===== src/hdl/gbs_ram.sv =====
// ----------------------------------------------------------------------------
// Generic RAM
// Single write port, single read port with registered read data.
// ----------------------------------------------------------------------------
module gbs_ram #(
  parameter int unsigned WIDTH = 8,
  parameter int unsigned DEPTH = 16,
  parameter int unsigned AW    = (DEPTH > 1) ? $clog2(DEPTH) : 1
) (
  input  logic             clk_i,
  input  logic             we_i,
  input  logic [AW-1:0]    waddr_i,
  input  logic [WIDTH-1:0] wdata_i,
  input  logic [AW-1:0]    raddr_i,
  output logic [WIDTH-1:0] rdata_o
);

  logic [WIDTH-1:0] mem_q [DEPTH];
  logic [WIDTH-1:0] rdata_q;

  always_ff @(posedge clk_i) begin
    if (we_i) begin
      mem_q[waddr_i] <= wdata_i;
    end
    rdata_q <= mem_q[raddr_i];
  end

  assign rdata_o = rdata_q;

endmodule


===== config.mk =====
export PLATFORM = sky130hd
export DESIGN_NAME = gbs_ram
export DESIGN_NICKNAME = d
export VERILOG_FILES = /design/src/hdl/gbs_ram.sv
export SDC_FILE = /design/constraint.sdc
export NUM_CORES = 1
export LEC_CHECK = 0
export ABC_AREA = 0
export BUFFER_PORTS_ARGS = -buffer_cell sky130_fd_sc_hd__clkbuf_2
export CORE_ASPECT_RATIO = 1.5
export CORE_MARGIN = 1.5
export CORE_UTILIZATION = 30
export DETAILED_ROUTE_END_ITERATION = 16
export GPL_ROUTABILITY_DRIVEN = 0
export PLACE_DENSITY = 0.55
export SLEW_MARGIN = 20
export SYNTH_ARGS = -nofsm -noshare
export SYNTH_HDL_FRONTEND = slang
export SYNTH_SLANG_ARGS = --single-unit

===== constraint.sdc =====
create_clock -name clk_i -period 1.5 [get_ports clk_i]
set_input_delay 0.075 -clock clk_i [delete_from_list [all_inputs] [get_ports clk_i]]
set_output_delay 0.075 -clock clk_i [all_outputs]
set_load 0.02 [all_outputs]

Word-level counts from Yosys, hierarchy flattened. Memory sizes are Yosys's and may differ from the RTL's. A register that Yosys moved wholly into a read port is not among the register bits. Index checks and enable logic that the tools add are counted.

Register bits: 0. Bits in writable memories: 128. Bits of input ports: 18. Output and inout port bits: 8. Memories kept: 1.

Muxes and demuxes: 2.

Memory list: mem_q (depth 16, bits a word 8, rd ports 1, clocked after Yosys merged registers in 1, wr ports 1, line 18) `logic [WIDTH-1:0] mem_q [DEPTH];`.

Operator list (count): 1-bit two-way mux (2).

Logic depth before layout (Yosys ltp).
Depth after elaboration: 2. Depth in mapped cells: 5. Mapped depth without buffers: 3.

Worst setup path after synthesis. No wires, ideal clock.

Kind: in2reg. Start point: input waddr_i[2]. End point: memory mem_q[0][0] (enable). Data arrival time: 1.185 ns. Path slack: -0.068 ns. Stages: 2. Buffers on the path: 0. Cell sequence: or3b_2 > nor3_1.

RTL lines: start: declaration (line 12) `input logic [AW-1:0] waddr_i,`; end: declaration (line 18).

Straight into the memory's write port.

==> metrics <==
outcome=complete, no violations; initial core utilization=0.307; area grow syn2layout=22.3%; number of cell rows=58; worst skew pair latency=410 ps; maxcap violations=0; htree depth=4; Nets=310; RSZ-0062 raised after global routing=no; Post-synth ARST share=0; crit-path max FO=1; Routed wire per std cell=20.4 um; Crit. End Element=register; Synth area leader=edfxtp_1; slew margin rel.=0.719; critical path class=reg2reg; Seq cells post-synth=around 140; number of flops mapped to enable cells by yosys=128; CTS Buf Count=17; Routed Antenna Nets=0; # DRC=0; Die ar.=18,000 um^2; setup_tns=0 ps; Setup Skew=between 5 and 6 ps; first-pass GRT wire length=16,000 um; Final min period=1360 ps; Seq/Total Area, Yosys=0.778; initial drt markers=145; Design Area, Final=6300 um^2; # diodes=0; Worst Path Required=1780 ps; Cells after Synth=about 230; setup slack after layout=between 100 and 150 ps; syn nets=about 250; Yosys warning count=0; top-count cell post-synth=edfxtp_1; r2r setup slk=140 ps; TritonRoute pass-1 iters=6; Die Ht=163 um; hold bufs inserted after CTS=0; Slew Viols, Final=0; cell count after placement=483; Synth top area share=0.747; die width=110 um; setup bufs post-CTS=0; vias=between 2,000 and 2,500; gr usage total=0.129; fin cells=515; clock sinks=136; final wirelength=10,500 um; vias per cell=roughly 4.8; post-CTS sizing=0; TritonCTS clock tree=yes; clock buffer depth=2; pre-CTS WS=-41.1 ps; IO buf count=25; ys flop type=edfxtp_1; synth top area cells=edfxtp_1 75%, mux4_2 7.9%, mux4_1 7.1%, dfxtp_1 3.1%, a22oi_1 2.3%; placed inst area=5710 um^2; final hold vios=0; clk root buf=clkbuf_16; DP HPWL=7100 um; HP Class=in2reg; synthesized area per cell=22.5 um^2; share of post-route cells with drive strength above 1=0.334; vias in the first global route=around 2,600; cell leakage power=between 0.002 and 0.0025 uW; fmax=737 MHz; Cell Area, Synth=5150 um^2; Post-synth top cells=128 x edfxtp_1, 18 x mux4_2, 16 x a22oi_1; period utilization=0.905; initial antenna violation count=0; Fin Hold WS=91.1 ps; Core ar.=16,800 um^2; Overflow after GRT=0; maximum vdd drop=0.925 mV; power per cell area=about 1400 nW/um^2; IO Pins=26; worst slew pin tran=~420 ps; worst endpoint data arrival time=1640 ps; Yosys cell types=19; CTS clk-pin slew, worst paths=60 ps; largest net degree at the start of global routing=20; critical path startpoint category=register; final setup fails=0
[path summary, 6_finish.rpt]
| check | start | end | depth (start not counted) |
|---|---|---|---|
| worst max-delay path | mem_q[9][2] | rdata_o[2] | 3 |
| worst min-delay path | wdata_i[6] | mem_q[6][6] | 1 |
| worst max register to register | mem_q[9][2] | rdata_o[2] | 3 |
| worst min register to register | mem_q[14][5] | rdata_o[5] | 3 |
[cell usage in the layout (no fill, tap or decap), drive strengths merged]
master,n
a22oi,16
bufinv,3
nor2,13
clkinvlp,5
and2,1
nand3b,2
buf,29
mux4,32
nand2,9
nor3,4
nand3,1
nor2b,1
clkinv,6
clkbuf,43
and2b,1
nand2b,2
edfxtp,128
or3b,1
dfxtp,8
[power by group]
group	internal [uW]	switching, uW
Sequential	4250	23.7
Combinational	188	259
Clock	2590	1500
Total	7020	1780
[state kept, by name (all words and copies together) (netlist names)]
name,count
mem_q,128
rdata_o,8
[critical path, stage by stage (launching register included)]
cell	delay [ps]
edfxtp_1	350
mux4_1	530
a22oi_1	250
nand2_1	110
[cells by family after synthesis]
kind of cell	count (synthesis)	share of synthesized area
AOI/OAI and AO/OA	16	0.0233
and+or+nand+nor	35	0.0318
buffers and inverters	10	0.0168
DFF	136	0.778
muxes	32	0.150
[final cells by class]
class                   count  area (um^2)
clock buffers              18          429
multi-input cells          83         1060
repair buffers             54          380
fillers                  1476        10500
flip-flops and latches    136         4000
clock inverters            14          158
well taps                 210          263
[routing by layer]
| layer | routed length, um | vias up | GRT usage | share of wire |
|---|---|---|---|---|
| li1 | - | 1097 | - | - |
| met1 | 4360 | 1290 | 0.154 | 0.41 |
| met2 | 5600 | 62 | 0.216 | 0.53 |
| met3 | 367 | 12 | 0.0295 | 0.035 |
| met4 | 191 | 0 | 0.0608 | 0.018 |
| met5 | 0 | - | 0 | 0 |
[per-stage QoR]
stage          utilization  power [uW]
2_1_floorplan            -        4590
3_3_place_gp         0.341        4800
3_5_place_dp         0.341        4810
4_1_cts              0.376        8880
5_1_grt              0.376        9080
6_report             0.376        8810
Note: power is estimated with default switching activity, not from simulation.
