**config.mk**
```make
export PLATFORM = sky130hd
export DESIGN_NAME = gbs_iou_unit
export DESIGN_NICKNAME = d
export VERILOG_FILES = /design/src/hdl/gbs_pkg.sv /design/src/hdl/gbs_iou_unit.sv
export SDC_FILE = /design/constraint.sdc
export NUM_CORES = 2
export LEC_CHECK = 0
export ABC_AREA = 1
export BUFFER_PORTS_ARGS = -buffer_cell sky130_fd_sc_hd__buf_4
export CAP_MARGIN = 20
export CORE_ASPECT_RATIO = 0.8
export CORE_MARGIN = 2
export CORE_UTILIZATION = 40
export DETAILED_ROUTE_END_ITERATION = 8
export PLACE_DENSITY = 0.57
export SLEW_MARGIN = 10
export SYNTH_ARGS = -nofsm -noshare
export SYNTH_HDL_FRONTEND = slang
export SYNTH_SLANG_ARGS = --single-unit
```
**constraint.sdc**
```tcl
create_clock -name clk_i -period 12.4 [get_ports clk_i]
set_input_delay 2.48 -clock clk_i [delete_from_list [all_inputs] [get_ports clk_i]]
set_output_delay 2.48 -clock clk_i [all_outputs]
set_load 0.03 [all_outputs]
```
**src/hdl/gbs_pkg.sv**
```systemverilog
// ----------------------------------------------------------------------------
// Greedy box suppression package
// Shared constants and types for the box suppression block.
// ----------------------------------------------------------------------------
package gbs_pkg;

  localparam int unsigned MAX_KEPT = 64;
  localparam int unsigned ADDR_W   = (MAX_KEPT > 1) ? $clog2(MAX_KEPT) : 1;
  localparam int unsigned CNT_W    = $clog2(MAX_KEPT + 1);
  localparam int unsigned POS_W    = 12;
  localparam int unsigned THR_W    = 9;
  localparam int unsigned COORD_W  = 16;
  localparam int unsigned SIZE_W   = 15;
  localparam int unsigned AREA_W   = 2 * SIZE_W;
  localparam logic [THR_W-1:0] THR_RESET = THR_W'(179);

  typedef struct packed {
    logic signed [COORD_W-1:0] left;
    logic signed [COORD_W-1:0] top;
    logic [SIZE_W-1:0]         width;
    logic [SIZE_W-1:0]         height;
  } box_t;

  typedef struct packed {
    box_t              box;
    logic [AREA_W-1:0] area;
  } kept_entry_t;

  localparam int unsigned ENTRY_W = $bits(kept_entry_t);

  typedef struct packed {
    logic              clear;
    logic              rd_issue;
    box_t              cur_box;
    logic [AREA_W-1:0] cur_area;
    logic [THR_W-1:0]  threshold;
  } iou_ctrl_t;

endpackage

```
**src/hdl/gbs_iou_unit.sv**
```systemverilog
// ----------------------------------------------------------------------------
// Overlap test unit
// Pipelined intersection-over-union test of the current box against one
// stored box per cycle; collects a sticky suppression flag.
// ----------------------------------------------------------------------------
module gbs_iou_unit (
  input  logic                        clk_i,
  input  logic                        rst_ni,
  input  gbs_pkg::iou_ctrl_t          ctrl_i,
  input  logic [gbs_pkg::ENTRY_W-1:0] kept_i,
  output logic                        hit_o,
  output logic                        busy_o
);
  import gbs_pkg::*;

  localparam int unsigned EDGE_W = COORD_W + 2;
  localparam int unsigned DIFF_W = EDGE_W + 1;
  localparam int unsigned UNI_W  = AREA_W + 1;
  localparam int unsigned LHS_W  = AREA_W + 8;
  localparam int unsigned RHS_W  = UNI_W + THR_W;

  kept_entry_t kept;
  logic signed [EDGE_W-1:0] a_l, a_t, a_r, a_b, b_l, b_t, b_r, b_b;
  logic signed [EDGE_W-1:0] x0, y0, x1, y1;
  logic signed [DIFF_W-1:0] dx_full, dy_full;
  logic [SIZE_W-1:0]        dx_d, dy_d;

  logic                     v0_q, v1_q, v2_q, v3_q, v4_q, hit_q;
  logic [SIZE_W-1:0]        dx_q, dy_q;
  logic [AREA_W-1:0]        karea1_q, karea2_q, inter2_q, inter3_q, inter4_q;
  logic [UNI_W-1:0]         uni3_q;
  logic [RHS_W-1:0]         rhs4_q;
  logic [LHS_W-1:0]         lhs;

  assign kept = kept_entry_t'(kept_i);

  always_comb begin
    a_l = EDGE_W'(ctrl_i.cur_box.left);
    a_t = EDGE_W'(ctrl_i.cur_box.top);
    a_r = a_l + $signed({3'b000, ctrl_i.cur_box.width});
    a_b = a_t + $signed({3'b000, ctrl_i.cur_box.height});
    b_l = EDGE_W'(kept.box.left);
    b_t = EDGE_W'(kept.box.top);
    b_r = b_l + $signed({3'b000, kept.box.width});
    b_b = b_t + $signed({3'b000, kept.box.height});
    x0 = (a_l > b_l) ? a_l : b_l;
    y0 = (a_t > b_t) ? a_t : b_t;
    x1 = (a_r < b_r) ? a_r : b_r;
    y1 = (a_b < b_b) ? a_b : b_b;
    dx_full = DIFF_W'(x1) - DIFF_W'(x0);
    dy_full = DIFF_W'(y1) - DIFF_W'(y0);
    dx_d = (dx_full > 0) ? dx_full[SIZE_W-1:0] : '0;
    dy_d = (dy_full > 0) ? dy_full[SIZE_W-1:0] : '0;
    lhs  = {inter4_q, 8'h00};
  end

  always_ff @(posedge clk_i or negedge rst_ni) begin
    if (!rst_ni) begin
      v0_q  <= 1'b0;
      v1_q  <= 1'b0;
      v2_q  <= 1'b0;
      v3_q  <= 1'b0;
      v4_q  <= 1'b0;
      hit_q <= 1'b0;
    end else begin
      v0_q <= ctrl_i.rd_issue;
      v1_q <= v0_q;
      v2_q <= v1_q;
      v3_q <= v2_q;
      v4_q <= v3_q;
      if (ctrl_i.clear) begin
        hit_q <= 1'b0;
      end else if (v4_q && (LHS_W + 2)'(lhs) > (LHS_W + 2)'(rhs4_q)) begin
        hit_q <= 1'b1;
      end
    end
  end

  always_ff @(posedge clk_i) begin
    dx_q     <= dx_d;
    dy_q     <= dy_d;
    karea1_q <= kept.area;
    inter2_q <= dx_q * dy_q;
    karea2_q <= karea1_q;
    uni3_q   <= UNI_W'(ctrl_i.cur_area) + UNI_W'(karea2_q) - UNI_W'(inter2_q);
    inter3_q <= inter2_q;
    rhs4_q   <= RHS_W'(ctrl_i.threshold) * RHS_W'(uni3_q);
    inter4_q <= inter3_q;
  end

  assign hit_o  = hit_q;
  assign busy_o = v0_q | v1_q | v2_q | v3_q | v4_q;

endmodule
```
### After elaboration in Yosys (flattened, before gate mapping)

Index checks and enable logic that the tools add are counted.

| storage, ports and cells | value |
|---|---|
| output and inout port bits | 2 |
| word-level logic and storage cells | 44 |
| input port bits | 197 |
| register bits after elaboration | 257 |

| cells by class | value |
|---|---|
| bitwise gates (word level) | 4 |
| mux-type cells | 6 |
| multipliers | 2 |
| $add $sub $neg | 8 |
| reduce and logical (&&, ||, !) cells | 2 |
| magnitude comparators | 7 |

Operators with widths:

| cell | number |
|---|---|
| $mux 18 | 4 |
| $add 16x16->17 | 4 |
| $gt 38x40->1 | 1 |
| $mul 9x31->40 | 1 |
| $gt 19x1->1 const B | 2 |
| $sub 18x18->19 | 2 |
| $lt 17x17->1 | 2 |
| $gt 16x16->1 | 2 |
| $add 30x30->31 | 1 |
| $sub 31x30->31 | 1 |
| $mul 15x15->30 | 1 |
| $or 1x1->1 | 4 |
| $mux 1 | 2 |
| $reduce_bool 2->1 | 1 |
| $logic_and 1x1->1 | 1 |

### Depth between registers and ports, before layout

| depth | value |
|---|---|
| depth in word-level cells | 5 |
| depth in mapped cells | 43 |
| depth with buffers taken out | 41 |

### Least setup slack after synthesis

OpenSTA, ideal clock, no wires.

| timing | value |
|---|---|
| kind | input to register |
| from | input kept_i[30] (netlist bit) |
| to | register dy_q[8] |
| required time | 12.281 ns |
| buffers on the path | 2 |
| library setup time | 0.119 ns |
| data arrival time | 6.954 ns |
| slack | 5.327 ns |
| cell stages on the path | 40 |
| cell sequence | ha_1 -> fa_1 -> nand3_1 -> nand2_1 -> a21oi_1 -> xor2_1 -> inv_1 -> ha_1 -> nand2_1 -> inv_1 -> a21oi_1 -> nand2_1 -> o21bai_1 -> nand2_1 -> nand2_1 -> nand2_1 -> nand2_1 -> nand3_1 -> (+4 left out) -> nand3_1 -> nand2_1 -> ha_1 -> inv_1 -> fa_1 -> nand3_1 -> nand2_1 -> nand2_1 -> nand3_1 -> nand3_1 -> nand2_1 -> xnor2_1 -> nand2_1 -> nor2_1 -> nand4_1 -> nand2_2 -> buf_4 -> nor2_1 |

| on the way | value |
|---|---|
| longest elaborated chain between the ends | 5 |

RTL lines:

| item | RTL line | RTL |
|---|---|---|
| from (decl) | gbs_iou_unit.sv:10 | `input logic [gbs_pkg::ENTRY_W-1:0] kept_i,` |
| $add 16x16->17 * | gbs_iou_unit.sv:45 | `b_b = b_t + $signed({3'b000, kept.box.height});` |
| $lt 17x17->1 | gbs_iou_unit.sv:49 | `y1 = (a_b < b_b) ? a_b : b_b;` |
| $mux 18 * | gbs_iou_unit.sv:49 |  |
| $sub 18x18->19 * | gbs_iou_unit.sv:51 | `dy_full = DIFF_W'(y1) - DIFF_W'(y0);` |
| $gt 19x1->1 | gbs_iou_unit.sv:53 | `dy_d = (dy_full > 0) ? dy_full[SIZE_W-1:0] : '0;` |
| to (signal assigned) | gbs_iou_unit.sv:81 | `dy_q <= dy_d;` |
| to (decl) | gbs_iou_unit.sv:29 | `logic [SIZE_W-1:0] dx_q, dy_q;` |

Every way passes the cells marked *; elsewhere a longest branch is shown, timed or not.
A chain may end at the register's enable or synchronous reset.

### Worst setup path after layout

| timing | value |
|---|---|
| from | input kept_i[34] (netlist bit) |
| to | register dy_q[8] |

Same word-level chain as after synthesis.

==> impl_metrics.toml <==
[outcome]
outcome = "completed"

[grt]
antenna_found_initial = 1
track_usage_pct = 19.6
grt_pass1_vias = 25941
grt_pass1_wl_um = 132000
grt_max_degree = 33
grt_overflow = 0

[cts]
cts-root-buf = "clkbuf_16"
clk_pin_slew_ps = 60
cts_buffers = 30
clock-sinks = 257
cts_hold_buf = 0
cts_resized = 0
clk_path_buf_depth = 3
cts_tree = "done"
cts_setup_buffers = 0
insertion_delay_ps = 570
ctsHtreeMaxLevel = 1

[flow_run]
maxCapViolCount = 0

[synthesis]
synth_area_um2 = 31900
ys.flop_type = "dfxtp_1"
postSynthAreaPerCell_um2 = 7.68
synth_edf_count = 0
async_flop_share_pct = 2.33
ys_seq_area_share_pct = 16.2
synth.largest_area_cell = "fa_1"
ys.warnings.count = 0
netlist_instances = 4153
synth.distinct_cells = 54
ys_ff_latch = 257
mappedNetlistNets = 5128
yosys-top-cells-area = "fa_1 (26%), dfxtp_1 (16%), ha_1 (15%)"
synth_top_cell_area_share_pct = 25.5

[die]
ios = 199
die_w_um = 320
die_h_um = 257
coreArea_um2 = 78900
dieArea_um2 = 82000
fp-row-count = 92
start_util_pct = 40.5

[cells_and_area]
multi_input_area_um2 = 22700
regArea_um2 = 5170
finalNonFillerCells = 5337
final_core_util_pct = 44.8
final_cell_mix = "nand2_1 (1004), inv_1 (956), fa_1 (407)"
area_growth_pct = 10.7
final_common_cell = "nand2_1"
fillers = 7978
layout-drive-gt1-share_pct = 6.62
nets = 5254

[route]
routed_via_density = 4.76
vias = 25393
drt_iter0_markers = 1426
drc = 0
dr.pass1.iters = 5
drtAntennaViolNets = 0
wl_um = 78800
wl_per_cell_um = 14.8

[placed_design]
dp_hpwl_um = 66700
place.gp.congestion = 0.913
dp.cells = 5281
numPortBuffers = 198

[critical_path]
critPathKind = "in2reg"
reg2reg_from = "dx_q[5]"
rrSetupSlack_ps = 6480
required_ps = 12840
cp_common_cell = "nand2_1"
rr_worst_depth = 18
cp_slowest_cell = "fa_1"
critPathArrivalTime_ps = 7800
cp_max_fo = 16
rr_endpoint = "inter2_q[22]"
startpoint_type = "primary input"
end_kind = "flop"
cp_slowest_stage_delay_ps = 400

[timing]
maxSlewHeadroom_pct = 42.4
tightestPinTransition_ps = 863
fin_crit_sh_pct = 59.4
clock.fmax_ghz = 0.136
rsz0062_at_grt = "no"
fin_tns_setup_ps = 0
fin_skew_ps = 17.3
drv_slew = 0
hold_violations = 0
setup_viol_count_final = 0
finalCriticalPeriod_ps = 7360

[worst_hold_path]
hold_start = "karea1_q[12]"
holdPathStages = 0
hold_end = "karea2_q[12]"
worstHoldPathType = "reg2reg"
-- cell families after synthesis --
group | synth area share [%]
adder cells (fa/ha/maj) | 40.1
AO/OA/AOI/OAI | 7.72
XOR/XNOR | 4.36
AND/OR/NAND/NOR | 18.9
flip-flops | 16.2
buffers and inverters | 12.7
-- routing by layer --
layer	GRT usage [%]	wire, um
met1	27.8	38000
met2	32.1	35600
met3	3.10	4370
met4	2.78	843
met5	0	0
-- worst max-delay path by stage --
stage               slack [ps]        to        from  cells past startpoint
finish                    5040   dy_q[8]  kept_i[34]                     39
global route              4430   dy_q[0]  kept_i[34]                     39
CTS                       5120   dy_q[8]  kept_i[34]                     39
detailed placement        4550  dy_q[12]  kept_i[34]                     39
global placement          4660   dx_q[2]  ctrl_i[85]                     35
floorplan                 5330   dy_q[8]  kept_i[30]                     40
-- state kept, by name (all words and copies together) (netlist names), 15 cells and up --
name and cells:
inter4_q 30, inter3_q 30, inter2_q 30, dy_q 15, uni3_q 31, dx_q 15
karea2_q 30, karea1_q 30, rhs4_q 40
-- per-stage QoR --
stage               setup slack, ps  hold slack, ps  area (um2)
floorplan                      5330             310       31900
global placement               4660             311       34200
detailed placement             4550             312       34200
CTS                            5120             322       35300
global route                   4430             328       35300
finish                         5040             321       35300
-- worst max-delay path: cells and delay by family --
| family | cells | cell delay, ps |
|---|---|---|
| buffers and inverters | 4 | 300 |
| xor gates and xnor gates | 2 | 440 |
| and+or+nand+nor | 23 | 2260 |
| AOI/OAI and AO/OA | 6 | 1160 |
| adders and majority gates | 4 | 1170 |
-- area by class of cell --
cell class	instances	area share [%]
inverters	957	10.2
well taps	1034	3.66
multi-input cells	2834	64.2
flip-flops and latches	257	14.7
repair buffers	199	4.23
clock inverters	18	0.691
clock buffers	37	2.37
diodes	1	0.00709
-- synthesized netlist by cell type, types with 3 or more instances --
master    count
a21boi_0     11
a21o_1       17
a21oi_1     216
a221oi_1      3
a31oi_1      15
buf_1         9
buf_4         4
buf_6         6
clkbuf_1     85
dfrtp_1       6
dfxtp_1     251
fa_1        407
ha_1        371
inv_1       956
nand2_1    1004
nand2_2       5
nand2_4       5
nand3_1     147
nand3_2       8
nand3b_1     17
nand4_1      45
nor2_1      185
nor3_1       23
nor4_1       13
o211ai_1     11
o21a_1        9
o21ai_0     112
o21ai_1       8
o21bai_1     15
o31ai_1       3
xnor2_1      57
xor2_1       98
Power is not shown: default switching activity piles up to over one toggle a cycle in this logic, so the estimate is an artifact.
